===== src/rtl/core/selc_pkg.sv =====
package selc_pkg;

	localparam int POS_BITS_DEFAULT = 16;

	localparam logic [1:0] KIND_OP  = 2'd0;
	localparam logic [1:0] KIND_INT = 2'd1;
	localparam logic [1:0] KIND_END = 2'd2;
	localparam logic [1:0] KIND_BAD = 2'd3;

	localparam logic [1:0] ERR_NONE     = 2'd0;
	localparam logic [1:0] ERR_BAD_CHAR = 2'd1;
	localparam logic [1:0] ERR_EXP_INT  = 2'd2;
	localparam logic [1:0] ERR_EXP_OP   = 2'd3;

	localparam logic [7:0] CH_END   = 8'd0;
	localparam logic [7:0] CH_PLUS  = 8'h2B;
	localparam logic [7:0] CH_MINUS = 8'h2D;
	localparam logic [7:0] CH_ZERO  = 8'h30;
	localparam logic [7:0] CH_NINE  = 8'h39;
	localparam logic [7:0] CH_TAB   = 8'd9;
	localparam logic [7:0] CH_CR    = 8'd13;
	localparam logic [7:0] CH_SPACE = 8'd32;

	localparam logic [62:0] VALUE_MAX = {63{1'b1}};

endpackage


===== src/rtl/core/sum_expression_lexer_checker_unit.sv =====
// Channel | Handshake           | Payload
// input   | in_valid, in_ready   | char_code
// output  | out_valid, out_ready | token_kind, is_minus, int_value, token_pos,
//         |                      | error_code, error_pos, bad_char, last
//
// One character per cycle unless the scan stage stalls: a registered character
// is scanned and its 0 to 2 tokens are written into a 4-entry output queue.
// The output drains one token per cycle while out_ready is high, so a character
// that yields two tokens outpaces the output side; the queue absorbs that.
// The scan stage stalls while the queue has fewer than two free entries.
// Reset clears the scanner and grammar state and empties the queue.
module sum_expression_lexer_checker_unit #(
	parameter int POS_BITS = selc_pkg::POS_BITS_DEFAULT
) (
	input  logic        clk,
	input  logic        arst_n,
	input  logic        in_valid,
	output logic        in_ready,
	input  logic [7:0]  char_code,
	output logic        out_valid,
	input  logic        out_ready,
	output logic [1:0]  token_kind,
	output logic        is_minus,
	output logic [62:0] int_value,
	output logic [15:0] token_pos,
	output logic [1:0]  error_code,
	output logic [15:0] error_pos,
	output logic [7:0]  bad_char,
	output logic        last
);
	import selc_pkg::*;

	typedef enum logic [2:0] {
		PH_IDLE    = 3'b001,
		PH_NUMBER  = 3'b010,
		PH_DISCARD = 3'b100
	} phase_t;

	typedef struct packed {
		logic [1:0]  kind;
		logic        minus;
		logic [62:0] value;
		logic [15:0] pos;
		logic [1:0]  err;
		logic [15:0] epos;
		logic [7:0]  bad;
		logic        last;
	} result_t;

	localparam logic [POS_BITS-1:0] POS_MAX = {POS_BITS{1'b1}};

	// input register
	logic [7:0] char_s1;
	logic       valid_s1;

	// scanner state
	phase_t              phase_q, phase_d;
	logic [62:0]         accum_q, accum_d;
	logic [POS_BITS-1:0] nstart_q, nstart_d;
	logic [POS_BITS-1:0] cpos_q, cpos_d;
	logic                expop_q, expop_d;
	logic [1:0]          gerr_q, gerr_d;
	logic [POS_BITS-1:0] gpos_q, gpos_d;

	// output queue
	result_t    fifo_q [4];
	logic [1:0] rd_ptr_q, wr_ptr_q;
	logic [2:0] count_q;

	logic       proc;
	logic       pop;
	logic [1:0] n_res;
	result_t    slot0, slot1;

	function automatic logic [15:0] pos16(input logic [POS_BITS-1:0] p);
		logic [POS_BITS+15:0] w;
		w = {16'd0, p};
		return w[15:0];
	endfunction

	assign proc     = valid_s1 && (count_q <= 3'd2);
	assign in_ready = !valid_s1 || proc;
	assign pop      = out_valid && out_ready;

	always_comb begin
		logic                is_digit;
		logic                is_ws;
		logic                emit_int;
		logic                sec_v;
		logic [66:0]         acc_wide;
		logic [POS_BITS-1:0] pos_inc;
		logic [1:0]          end_err;
		result_t             int_r, sec_r;

		is_digit = (char_s1 >= CH_ZERO) && (char_s1 <= CH_NINE);
		is_ws    = ((char_s1 >= CH_TAB) && (char_s1 <= CH_CR)) || (char_s1 == CH_SPACE);
		pos_inc  = (cpos_q == POS_MAX) ? cpos_q : cpos_q + 1'b1;
		acc_wide = ({4'd0, accum_q} << 3) + ({4'd0, accum_q} << 1) + {63'd0, char_s1[3:0]};

		phase_d  = phase_q;
		accum_d  = accum_q;
		nstart_d = nstart_q;
		cpos_d   = cpos_q;
		expop_d  = expop_q;
		gerr_d   = gerr_q;
		gpos_d   = gpos_q;
		emit_int = 1'b0;
		sec_v    = 1'b0;
		end_err  = ERR_NONE;

		int_r       = '0;
		int_r.kind  = KIND_INT;
		int_r.value = accum_q;
		int_r.pos   = pos16(nstart_q);
		sec_r       = '0;
		sec_r.pos   = pos16(cpos_q);

		if (phase_q == PH_NUMBER && is_digit) begin
			accum_d = (|acc_wide[66:63]) ? VALUE_MAX : acc_wide[62:0];
			cpos_d  = pos_inc;
		end else begin
			if (phase_q == PH_NUMBER) begin
				emit_int = 1'b1;
				if (expop_q && gerr_d == ERR_NONE) begin
					gerr_d = ERR_EXP_OP;
					gpos_d = nstart_q;
				end
				expop_d = 1'b1;
				phase_d = PH_IDLE;
				accum_d = '0;
			end
			if (char_s1 == CH_END) begin
				if (!expop_d && gerr_d == ERR_NONE) begin
					gerr_d = ERR_EXP_INT;
					gpos_d = cpos_q;
				end
				end_err    = gerr_d;
				sec_v      = 1'b1;
				sec_r.kind = KIND_END;
				sec_r.err  = end_err;
				sec_r.epos = (end_err != ERR_NONE) ? pos16(gpos_d) : 16'd0;
				phase_d    = PH_IDLE;
				accum_d    = '0;
				nstart_d   = '0;
				cpos_d     = '0;
				expop_d    = 1'b0;
				gerr_d     = ERR_NONE;
				gpos_d     = '0;
			end else begin
				if (phase_d == PH_DISCARD || is_ws) begin
					sec_v = 1'b0;
				end else if (char_s1 == CH_PLUS || char_s1 == CH_MINUS) begin
					sec_v       = 1'b1;
					sec_r.kind  = KIND_OP;
					sec_r.minus = (char_s1 == CH_MINUS);
					if (!expop_d && gerr_d == ERR_NONE) begin
						gerr_d = ERR_EXP_INT;
						gpos_d = cpos_q;
					end
					expop_d = 1'b0;
				end else if (is_digit) begin
					phase_d  = PH_NUMBER;
					accum_d  = {59'd0, char_s1[3:0]};
					nstart_d = cpos_q;
				end else begin
					sec_v      = 1'b1;
					sec_r.kind = KIND_BAD;
					sec_r.err  = ERR_BAD_CHAR;
					sec_r.epos = pos16(cpos_q);
					sec_r.bad  = char_s1;
					phase_d    = PH_DISCARD;
				end
				cpos_d = pos_inc;
			end
		end

		sec_r.last = 1'b1;
		int_r.last = !sec_v;
		if (emit_int) begin
			slot0 = int_r;
			slot1 = sec_r;
		end else begin
			slot0 = sec_r;
			slot1 = sec_r;
		end
		n_res = {1'b0, emit_int} + {1'b0, sec_v};
	end

	always_ff @(posedge clk or negedge arst_n) begin
		if (!arst_n) begin
			valid_s1 <= 1'b0;
		end else if (in_ready) begin
			valid_s1 <= in_valid;
		end
	end

	always_ff @(posedge clk) begin
		if (in_ready && in_valid) begin
			char_s1 <= char_code;
		end
	end

	always_ff @(posedge clk or negedge arst_n) begin
		if (!arst_n) begin
			phase_q  <= PH_IDLE;
			accum_q  <= '0;
			nstart_q <= '0;
			cpos_q   <= '0;
			expop_q  <= 1'b0;
			gerr_q   <= ERR_NONE;
			gpos_q   <= '0;
		end else if (proc) begin
			phase_q  <= phase_d;
			accum_q  <= accum_d;
			nstart_q <= nstart_d;
			cpos_q   <= cpos_d;
			expop_q  <= expop_d;
			gerr_q   <= gerr_d;
			gpos_q   <= gpos_d;
		end
	end

	always_ff @(posedge clk or negedge arst_n) begin
		if (!arst_n) begin
			rd_ptr_q <= '0;
			wr_ptr_q <= '0;
			count_q  <= '0;
		end else begin
			if (pop) begin
				rd_ptr_q <= rd_ptr_q + 2'd1;
			end
			if (proc) begin
				wr_ptr_q <= wr_ptr_q + n_res;
			end
			count_q <= count_q + (proc ? {1'b0, n_res} : 3'd0) - {2'd0, pop};
		end
	end

	always_ff @(posedge clk) begin
		if (proc && n_res != 2'd0) begin
			fifo_q[wr_ptr_q] <= slot0;
		end
		if (proc && n_res == 2'd2) begin
			fifo_q[wr_ptr_q + 2'd1] <= slot1;
		end
	end

	assign out_valid  = (count_q != 3'd0);
	assign token_kind = fifo_q[rd_ptr_q].kind;
	assign is_minus   = fifo_q[rd_ptr_q].minus;
	assign int_value  = fifo_q[rd_ptr_q].value;
	assign token_pos  = fifo_q[rd_ptr_q].pos;
	assign error_code = fifo_q[rd_ptr_q].err;
	assign error_pos  = fifo_q[rd_ptr_q].epos;
	assign bad_char   = fifo_q[rd_ptr_q].bad;
	assign last       = fifo_q[rd_ptr_q].last;

endmodule


===== config.mk =====
export PLATFORM = sky130hd
export DESIGN_NAME = sum_expression_lexer_checker_unit
export DESIGN_NICKNAME = d
export VERILOG_FILES = /design/src/rtl/core/selc_pkg.sv /design/src/rtl/core/sum_expression_lexer_checker_unit.sv
export SDC_FILE = /design/constraint.sdc
export NUM_CORES = 1
export LEC_CHECK = 0
export BUFFER_PORTS_ARGS = -buffer_cell sky130_fd_sc_hd__buf_2
export CAP_MARGIN = 40
export CORE_MARGIN = 2
export CORE_UTILIZATION = 54
export DETAILED_ROUTE_END_ITERATION = 7
export MAX_ROUTING_LAYER = met4
export PLACE_DENSITY = 0.71
export SYNTH_ARGS = -nofsm -noshare
export SYNTH_HDL_FRONTEND = slang
export SYNTH_SLANG_ARGS = --single-unit

===== constraint.sdc =====
create_clock -name clk -period 7.9 [get_ports clk]
set_input_delay 0.79 -clock clk [delete_from_list [all_inputs] [get_ports clk]]
set_output_delay 0.79 -clock clk [all_outputs]
set_load 0.05 [all_outputs]

# After elaboration in Yosys (flattened, before gate mapping)
# Memories as Yosys holds them, arrays and structs flattened.
# Index checks and enable logic that the tools add are counted.
[word_totals]
register_bits = 133
memories = 1
output_inout_bits = 111
word_cells = 131
mem_bits_rw = 436
[op_classes]
n_eq_ne = 9
muxes = 67
magnitude_cmp = 5
addsub = 9
reduce_logical = 27
bitwise_logic = 1
[memory_table]
columns = ["name", "depth", "word_bits", "rd", "rd_clocked_by_memory_dff", "write_ports", "line", "text"]
rows = [
  ["fifo_q", 4, 109, 1, 0, 2, "sum_expression_lexer_checker_unit.sv:66", "result_t fifo_q [4];"],
]
[ops]
columns = ["op", "n"]
rows = [
  ["2-to-1 mux 63 bit", 7],
  ["2-to-1 mux 16 bit", 14],
  ["2-to-1 mux 109 bit", 1],
  ["2-to-1 mux 25 bit", 3],
  ["adder 66 x 64 -> 67 bit", 1],
  ["adder 67 x 4 -> 67 bit", 1],
  ["2-to-1 mux 2 bit", 13],
  ["2-to-1 mux 26 bit", 1],
  ["== test 8 x 6 -> 1 bit, second input constant", 3],
  ["2-to-1 mux 3 bit", 8],
  ["2-to-1 mux 1 bit", 18],
  ["2-to-1 mux 18 bit", 1],
  ["adder 16 x 1 -> 16 bit, second input constant", 1],
  ["== test 16 bit, second input constant", 1],
  ["logical AND 1 bit", 10],
  [">= comparator 8 x 4 -> 1 bit, second input constant", 1],
  [">= comparator 8 x 6 -> 1 bit, second input constant", 1],
  ["less-or-equal comparator 8 x 4 -> 1 bit, second input constant", 1],
  ["less-or-equal comparator 8 x 6 -> 1 bit, second input constant", 1],
  ["logical NOT 8 bit", 1],
  ["2-to-1 mux 8 bit", 1],
  ["nonzero test 2 bit", 3],
  ["AND reduction 5 bit", 1],
  ["adder 2 x 1 -> 2 bit, second input constant", 2],
  ["16 further kinds", 23],
]

# Longest topological paths before layout
# Gate-level depths: netlist (run 1).
[logic_depth]
ltp_word = 15
ltp_mapped = 16

# Worst setup path before layout (run 1)
# OpenSTA, ideal clock, no wires.
[synth_timing]
path_type = "register to register"
startpoint = "register phase_q[2]"
endpoint = "memory fifo_q[1][106] in the netlist's numbering, enable pin"
synth_period_minus_slack_ns = 4.175
t_arrival_ns = 3.772
stages_incl_launch_ff = 12
slack_ns = 3.725
cell_sequence = "dfrtp_1 > nand2b_1 > nor2_1 > clkbuf_1 > nand2_1 > inv_2 > clkbuf_1 > ha_1 > clkbuf_1 > nand2_1 > or3_1 > nand2_1"
[synth_lines]
columns = ["element", "line", "text"]
rows = [
  ["from (decl)", "sum_expression_lexer_checker_unit.sv:57", "phase_t phase_q, phase_d;"],
  ["from (signal assigned)", "sum_expression_lexer_checker_unit.sv:213", "phase_q <= phase_d;"],
  ["to (decl)", "sum_expression_lexer_checker_unit.sv:66", ""],
]

==> flow_summary_export.csv, run 1 <==
group,metric,value,unit
run_status,status,"complete, no violations",
sta,slew_headroom,34.6,%
logic_synthesis,synth_nets,3121,
global_route,first_global_vias,23233,
sta,maxSlewViolCount,0,
logic_synthesis,yosysTopAreaCell,"edfxtp_1",
logic_synthesis,netlist_top_cells_area,"edfxtp_1 (19%), dfxtp_1 (17%), dfrtp_1 (11%)",
sta,skew,0.0287,ns
drt,drc,0,
placed_design,dp_hpwl,50.9,mm
power,netSwitchingPower,0.00309,W
placed_design,dp_slack,3.22,ns
logic_synthesis,synth_edf_count,188,
global_route,grt_pass1_wl,127,mm
critical_path,cp.required,8.17,ns
sta,rsz0062_at_grt,"false",
clocking,h-tree-depth,2,
placed_design,io_buffers,122,
placed_design,place_inst,3606,
power,powerDensity,266,nW/µm²
finish,regArea,13900,µm²
critical_path,reg2reg_slack,3.17,ns
finish,num-fill-cells,4338,
power,switching_share,35.6,%
logic_synthesis,synthFlopType,"dfxtp_1",
global_route,overflow,0,
sta,finalHoldViolCount,0,
critical_path,rr_worst_depth,9,
drt,ant_nets,0,
critical_path,path_max_fanout,79,
clocking,post_cts_buffers,0,
finish,multi_input_area,14400,µm²
drt,vias_per_cell,6.34,
drt,first_pass_iters,8,
logic_synthesis,avgSynthCellArea,9.86,µm²
power,p_int,0.00557,W
finish,layout_commonest_cell,"nand2_1",
power,leakage,12.6,nW
clocking,clk_latency,0.64,ns
critical_path,crit_path_start_kind,"flip-flop",
drt,vias,23563,
global_route,grt_max_degree,97,
logic_synthesis,postSynthCellCount,2975,
die,fp.dieW,237,µm
power,pwr-share-clk,32.8,%
logic_synthesis,synth.distinct_cells,87,
logic_synthesis,syn_area,29300,µm²
power,vdd_ir_drop_max,0.243,mV
logic_synthesis,synth_warnings,0,
drt,routed_wl,79.7,mm
finish,utilization,60.5,%
power,pwr-share-seq,39.4,%
die,start_util,54.6,%
worst_hold_path,hp-class,"in -> async",
placed_design,gp_congestion,0.924,
finish,mostFrequentLayoutCells,"nand2_1 (446), a21oi_1 (379), nand3_1 (276)",
critical_path,r2r-end,"fifo_q[1][40]",
sta,max_freq,211,MHz
finish,drive_gt1_share,14.2,%
clocking,clockRootBuffer,"clkbuf_16",
clocking,cts_resized,0,
global_route,grtUsageTotal,29.2,%
clocking,ctsHoldBuffers,0,
finish,nets,3116,
die,die-height,237,µm
sta,worst_pin_slew,0.980,ns
critical_path,worstReg2RegStart,"phase_q[2]",
logic_synthesis,async_flop_share,22.0,%
sta,setup_viol,0,
clocking,cts_buffers,58,
clocking,cts.sinks,569,
drt,wire_per_inst,21.5,µm
logic_synthesis,ys_ff_latch,569,
finish,final_cells,3715,
finish,syn_to_final_growth,10.8,%
critical_path,endpoint_kind,"flip-flop",
drt,drt_iter0_markers,2052,
logic_synthesis,seq_area_frac_synth,47.4,%
global_route,antenna_found_initial,0,
logic_synthesis,synth.top_cell.area_share,19.3,%
sta,setup_ws,3.17,ns
sta,fin_crit,4.73,ns
power,combPwrFrac,27.7,%
critical_path,cp.arrival,5.00,ns
sta,final.period_utilization,59.9,%
sta,fin_setup_tns,0,ns
die,die_area,56200,µm²
run,maxCapViolations,0,
critical_path,crit_type,"reg -> reg",
clocking,cts_max_path_buffers,3,
die,core,53700,µm²
die,rows,85,
die,ioPinCount,123,
clocking,cts.reportedPaths.clkPinSlew,0.06,ns
clocking,cts_tree,"yes",
## critical path, cell delays in order, from the launching register on
cell and delay, ns:
dfrtp_1 0.40, nand2b_1 0.16, nor2_1 0.58, nand2_1 0.61, inv_6 0.64, ha_1 0.45
nand2_1 0.32, or3_1 0.51, nand2_2 0.09, buf_4 0.55
## flip-flops by register name (all words and copies together), names as in the netlist
| signal | count |
|---|---|
| expop_q | 1 |
| char_s1 | 8 |
| count_q | 3 |
| phase_q | 3 |
| accum_q | 63 |
| wr_ptr_q | 2 |
| cpos_q | 16 |
| fifo_q | 436 |
| valid_s1 | 1 |
| gpos_q | 16 |
| rd_ptr_q | 2 |
| gerr_q | 2 |
| nstart_q | 16 |
## layer usage
layer,routed length [µm],GRT usage [%],vias to the layer above
met4,2920,11.6,0
met2,39600,48.9,991
li1,-,-,10893
met5,0,-,-
met1,31900,36.2,11515
met3,5320,3.31,164
## cells in the mapped netlist (all sizes together), types with 4 or more instances
cell    number
dfxtp      256
o22ai        4
o21ai      140
or3         14
a31oi       12
mux4       109
inv         26
nand4       26
dfrtp      124
o21bai       7
nor4         4
a211o        4
or2          4
nor2b        6
o211ai      16
mux2i       19
a22oi        4
o221ai       5
o31ai        8
nor2       216
a21o        17
a22o        62
clkbuf     167
nand2      453
nand2b      11
xor2        29
edfxtp     188
nand3      277
and3         5
nor3        23
a221o       47
and4         6
a211oi      11
buf         67
ha         131
and2        10
xnor2       40
o21a         5
a21oi      384
## power by group through the flow
stage	clock network, W	registers, W	logic (W)
after floorplan	0	0.00331	0.00190
after global placement	0	0.00352	0.00227
after detailed placement	0	0.00347	0.00240
after CTS	0.00287	0.00341	0.00241
after global routing	0.00299	0.00343	0.00253
final	0.00284	0.00341	0.00240
## area by class of cell
class | instances | area share [%]
multi-input combinational | 2146 | 44.4
clock inverter | 30 | 1.14
tap | 696 | 2.68
inverter | 26 | 0.316
timing repair buffer | 169 | 3.69
clock buffer | 78 | 4.98
antenna | 1 | 0.00770
sequential | 569 | 42.8
## worst max-delay path by stage
stage | from | endpoint | slack, ns
2_1_floorplan | phase_q[2] | fifo_q[1][106] | 3.72
3_3_place_gp | phase_q[2] | fifo_q[0][44] | 3.20
3_5_place_dp | phase_q[2] | fifo_q[1][37] | 3.22
4_1_cts | phase_q[2] | fifo_q[1][8] | 3.20
5_1_grt | phase_q[2] | fifo_q[1][42] | 2.91
6_report | phase_q[2] | fifo_q[1][40] | 3.17
## through the flow
stage | hold WS, ns | total power [W] | cell area, µm²
after global placement | 0.438 | 0.00579 | 30200
after CTS | 0.0247 | 0.00869 | 32500
after floorplan | 0.433 | 0.00521 | 29300
after global routing | 0.0403 | 0.00896 | 32500
after detailed placement | 0.443 | 0.00587 | 30500
final | 0.0416 | 0.00866 | 32500
## kinds of logic after synthesis
logic type,count (synthesis),synth area share [%]
and+or+nand+nor,1066,16.1
AOI/OAI and AO/OA,748,15.8
DFF,569,47.4
buffers and inverters,260,3.72
adders and majority gates,134,5.79
muxes,129,9.06
xor gates and xnor gates,69,2.06
Power figures use the tool's default switching activity.
==> run 2, diff against run 1 <==
--- a/config.mk
+++ b/config.mk
@@ -5,6 +5,7 @@
 export SDC_FILE = /design/constraint.sdc
 export NUM_CORES = 1
 export LEC_CHECK = 0
+export ABC_AREA = 1
 export BUFFER_PORTS_ARGS = -buffer_cell sky130_fd_sc_hd__buf_2
 export CAP_MARGIN = 40
 export CORE_MARGIN = 2
==> constraint.sdc (replaced) <==
create_clock -name clk -period 4.9 [get_ports clk]
set_input_delay 0.49 -clock clk [delete_from_list [all_inputs] [get_ports clk]]
set_output_delay 0.49 -clock clk [all_outputs]
set_load 0.05 [all_outputs]
==> flow_summary_export.csv, run 2 <==
group,metric,value,unit
run_status,status,"complete, no violations",
logic_synthesis,avgSynthCellArea,7.45,µm²
power,powerDensity,541,nW/µm²
global_route,grt_max_degree,215,
worst_hold_path,hp-class,"in -> reg",
finish,syn_to_final_growth,9.36,%
critical_path,rr_worst_depth,20,
placed_design,dp_hpwl,60.8,mm
logic_synthesis,synth.distinct_cells,58,
critical_path,crit_slowest_cell,"fa_1",
drt,first_pass_iters,8,
drt,routed_wl,94.1,mm
sta,max_freq,265,MHz
drt,vias_per_cell,5.68,
critical_path,slowest_delay,0.62,ns
finish,top_regs,"fifo_q (436), accum_q (63)",
power,combPwrFrac,43.7,%
critical_path,critPathTopFamily,"simple AND/OR/NAND/NOR gates",
global_route,grt_pass1_wl,148,mm
logic_synthesis,yosysMostFrequentCell,"nand2_1",
power,pwr-share-clk,24.9,%
clocking,cts.reportedPaths.clkPinSlew,0.07,ns
logic_synthesis,yosys-top-cells-count,"nand2_1 (1080), nor2_1 (601), o21ai_0 (506), a21oi_1 (333), inv_1 (324)",
critical_path,cpMostUsedCell,"nand2_1",
global_route,grtUsageMet2,49.4,%
power,pwr-share-seq,31.5,%
die,start_util,54.7,%
critical_path,crit_path_start_kind,"flip-flop",
logic_synthesis,synth_warnings,0,
placed_design,gp_congestion,1.02,
critical_path,endpoint_kind,"flip-flop",
power,leakage,15.1,nW
clocking,clockRootBuffer,"clkbuf_16",
drt,vias,28635,
global_route,busiest_layer,"met2",
power,switching_share,46.7,%
sta,fin_setup_tns,0,ns
critical_path,cp.required,5.42,ns
critical_path,path_max_fanout,49,
global_route,grtUsageMet3,5.09,%
power,vdd_ir_drop_max,0.753,mV
logic_synthesis,async_flop_share,22.0,%
logic_synthesis,syn_area,31600,µm²
global_route,grt_use_met1,42.6,%
drt,drt_iter0_markers,2694,
drt,wire_per_inst,18.7,µm
clocking,cts_tree,"yes",
sta,skew,0.0284,ns
drt,ant_nets,0,
sta,slew_headroom,25.1,%
clocking,cts_max_path_buffers,3,
placed_design,dp_slack,1.17,ns
finish,layout_commonest_cell,"nand2_1",
drt,drc,0,
logic_synthesis,synthFlopType,"dfxtp_1",
critical_path,reg2reg_slack,1.13,ns
finish,largest_reg_flops,436,
die,die_area,60400,µm²
finish,mostFrequentLayoutCells,"nand2_1 (1074), nor2_1 (600), o21ai_0 (506)",
sta,setup_ws,1.13,ns
global_route,grtUsageTotal,31.7,%
critical_path,crit_type,"reg -> reg",
logic_synthesis,synth_nets,4379,
finish,drive_gt1_share,8.68,%
sta,worst_pin_slew,1.12,ns
clocking,cts_buffers,59,
die,rows,88,
logic_synthesis,synth.top_cell.area_share,17.9,%
die,core,57700,µm²
power,p_int,0.00995,W
critical_path,crit_start,"char_s1[3]",
placed_design,io_buffers,122,
global_route,antenna_found_initial,2,
die,ioPinCount,123,
logic_synthesis,netlist_top_cells_area,"edfxtp_1 (18%), dfxtp_1 (16%), nand2_1 (13%)",
critical_path,cp_cell_sequence,"fa_1, ha_1, nand3_1, nand3_2, nand2_1, nand2_1, nand2_1, nand2_1, nand2_1, nand2_2, nand2_2, nand2_1, nand2_1, nand2_1, nor2_4, nand2_4, inv_1, nand2_1, nand2_1, nand2_1",
die,die-height,246,µm
finish,nets,4370,
logic_synthesis,seq_area_frac_synth,44.0,%
sta,fin_crit,3.77,ns
global_route,first_global_vias,26701,
logic_synthesis,postSynthCellCount,4233,
logic_synthesis,ys_ff_latch,569,
power,netSwitchingPower,0.00873,W
critical_path,cp.arrival,4.29,ns
sta,setup_viol,0,
clocking,h-tree-depth,2,
critical_path,path_depth,20,
critical_path,endpoint,"accum_q[62]",
finish,num-fill-cells,5368,
logic_synthesis,synth_edf_count,188,
sta,final.period_utilization,76.9,%
critical_path,crit_buf_inv,1,
global_route,overflow,0,
logic_synthesis,yosysTopAreaCell,"edfxtp_1",
clocking,clk_latency,0.65,ns
clocking,cts.sinks,569,
run,maxCapViolations,0,
critical_path,worstReg2RegStart,"char_s1[3]",
sta,rsz0062_at_grt,"false",
sta,finalHoldViolCount,0,
critical_path,r2r-end,"accum_q[62]",
finish,regMostFlops,"fifo_q",
die,fp.dieW,246,µm
sta,maxSlewViolCount,0,
run 2: cell types whose count changed after synthesis, moves of 109 or more:
cell,previous run,this run
nand3_1,277,67
o22ai_1,4,115
mux4_2,109,0
o21ai_0,127,506
inv_1,25,324
nor2_1,211,601
nand2_1,452,1080
run 2: layout make-up:
cell class                 count  area (µm²)  area share, %
multi-input combinational   3078       15200           44.1
sequential                   569       13900           40.3
clock buffer                  86        1770           5.14
inverter                     348        1330           3.84
timing repair buffer         168        1070           3.10
tap                          765         957           2.77
clock inverter                26         258          0.747
antenna                        2        5.00         0.0145
run 2: per-stage QoR:
stage | total power [W] | util [%] | instances | cell area, µm² | hold slack, ns
6_report | 0.0187 | 59.8 | 5042 | 34500 | 0.0567
3_3_place_gp | 0.0140 | 56.1 | 4923 | 32400 | 0.441
2_1_floorplan | 0.0118 | - | 4233 | 31600 | 0.194
5_1_grt | 0.0195 | 59.8 | 5042 | 34500 | 0.0471
4_1_cts | 0.0187 | 59.8 | 5040 | 34500 | 0.0398
3_5_place_dp | 0.0140 | 56.3 | 4927 | 32500 | 0.447
run 2: power groups by stage:
stage / Sequential, W / Combinational [W] / Clock [W]
after floorplan: 0.00574 / 0.00607 / 0
after global placement: 0.00594 / 0.00803 / 0
after detailed placement: 0.00595 / 0.00809 / 0
after CTS: 0.00586 / 0.00811 / 0.00469
after global routing: 0.00593 / 0.00873 / 0.00487
final: 0.00587 / 0.00816 / 0.00465
run 2: worst reg2reg max path: stages (launching register included):
cell	delay, ns
edfxtp_1	0.53
fa_1	0.62
ha_1	0.25
nand3_1	0.11
nand3_2	0.11
nand2_1	0.08
nand2_1	0.07
nand2_1	0.06
nand2_1	0.11
nand2_1	0.10
nand2_2	0.13
nand2_2	0.11
nand2_1	0.05
nand2_1	0.06
nand2_1	0.08
nor2_4	0.17
nand2_4	0.34
inv_1	0.44
nand2_1	0.11
nand2_1	0.07
nand2_1	0.05
run 2: what timing repair did:
| action | in CTS | in global routing |
|---|---|---|
| endpoints found under the hold margin | 78 | 0 |
| buffers inserted | 0 | 0 |
| hold buffers | 1 | 0 |
| resized for setup | 0 | 0 |
run 2: cell families after synthesis:
kind of cell | share of synthesized area, %
adder cells (fa/ha/maj) | 5.38
buffers and inverters | 7.86
flip-flops | 44.0
AND/OR/NAND/NOR | 23.2
XOR/XNOR | 1.58
AO/OA/AOI/OAI | 18.0
run 2: worst min path at each step:
stage	startpoint	to	slack (ns)	depth (start not counted)
after floorplan	arst_n	accum_q[0]	0.19	0
after global placement	fifo_q[2][93]	fifo_q[2][93]	0.44	2
after detailed placement	fifo_q[2][83]	fifo_q[2][83]	0.45	2
after CTS	char_code[4]	char_s1[4]	0.04	1
after global routing	char_code[4]	char_s1[4]	0.05	1
final	char_code[4]	char_s1[4]	0.06	1
run 2: routing by layer:
metal / up-vias / part of all wire (%)
li1: 13910 / -
met1: 13385 / 43
met2: 1160 / 45
met3: 180 / 8.7
met4: 0 / 2.8
met5: - / 0
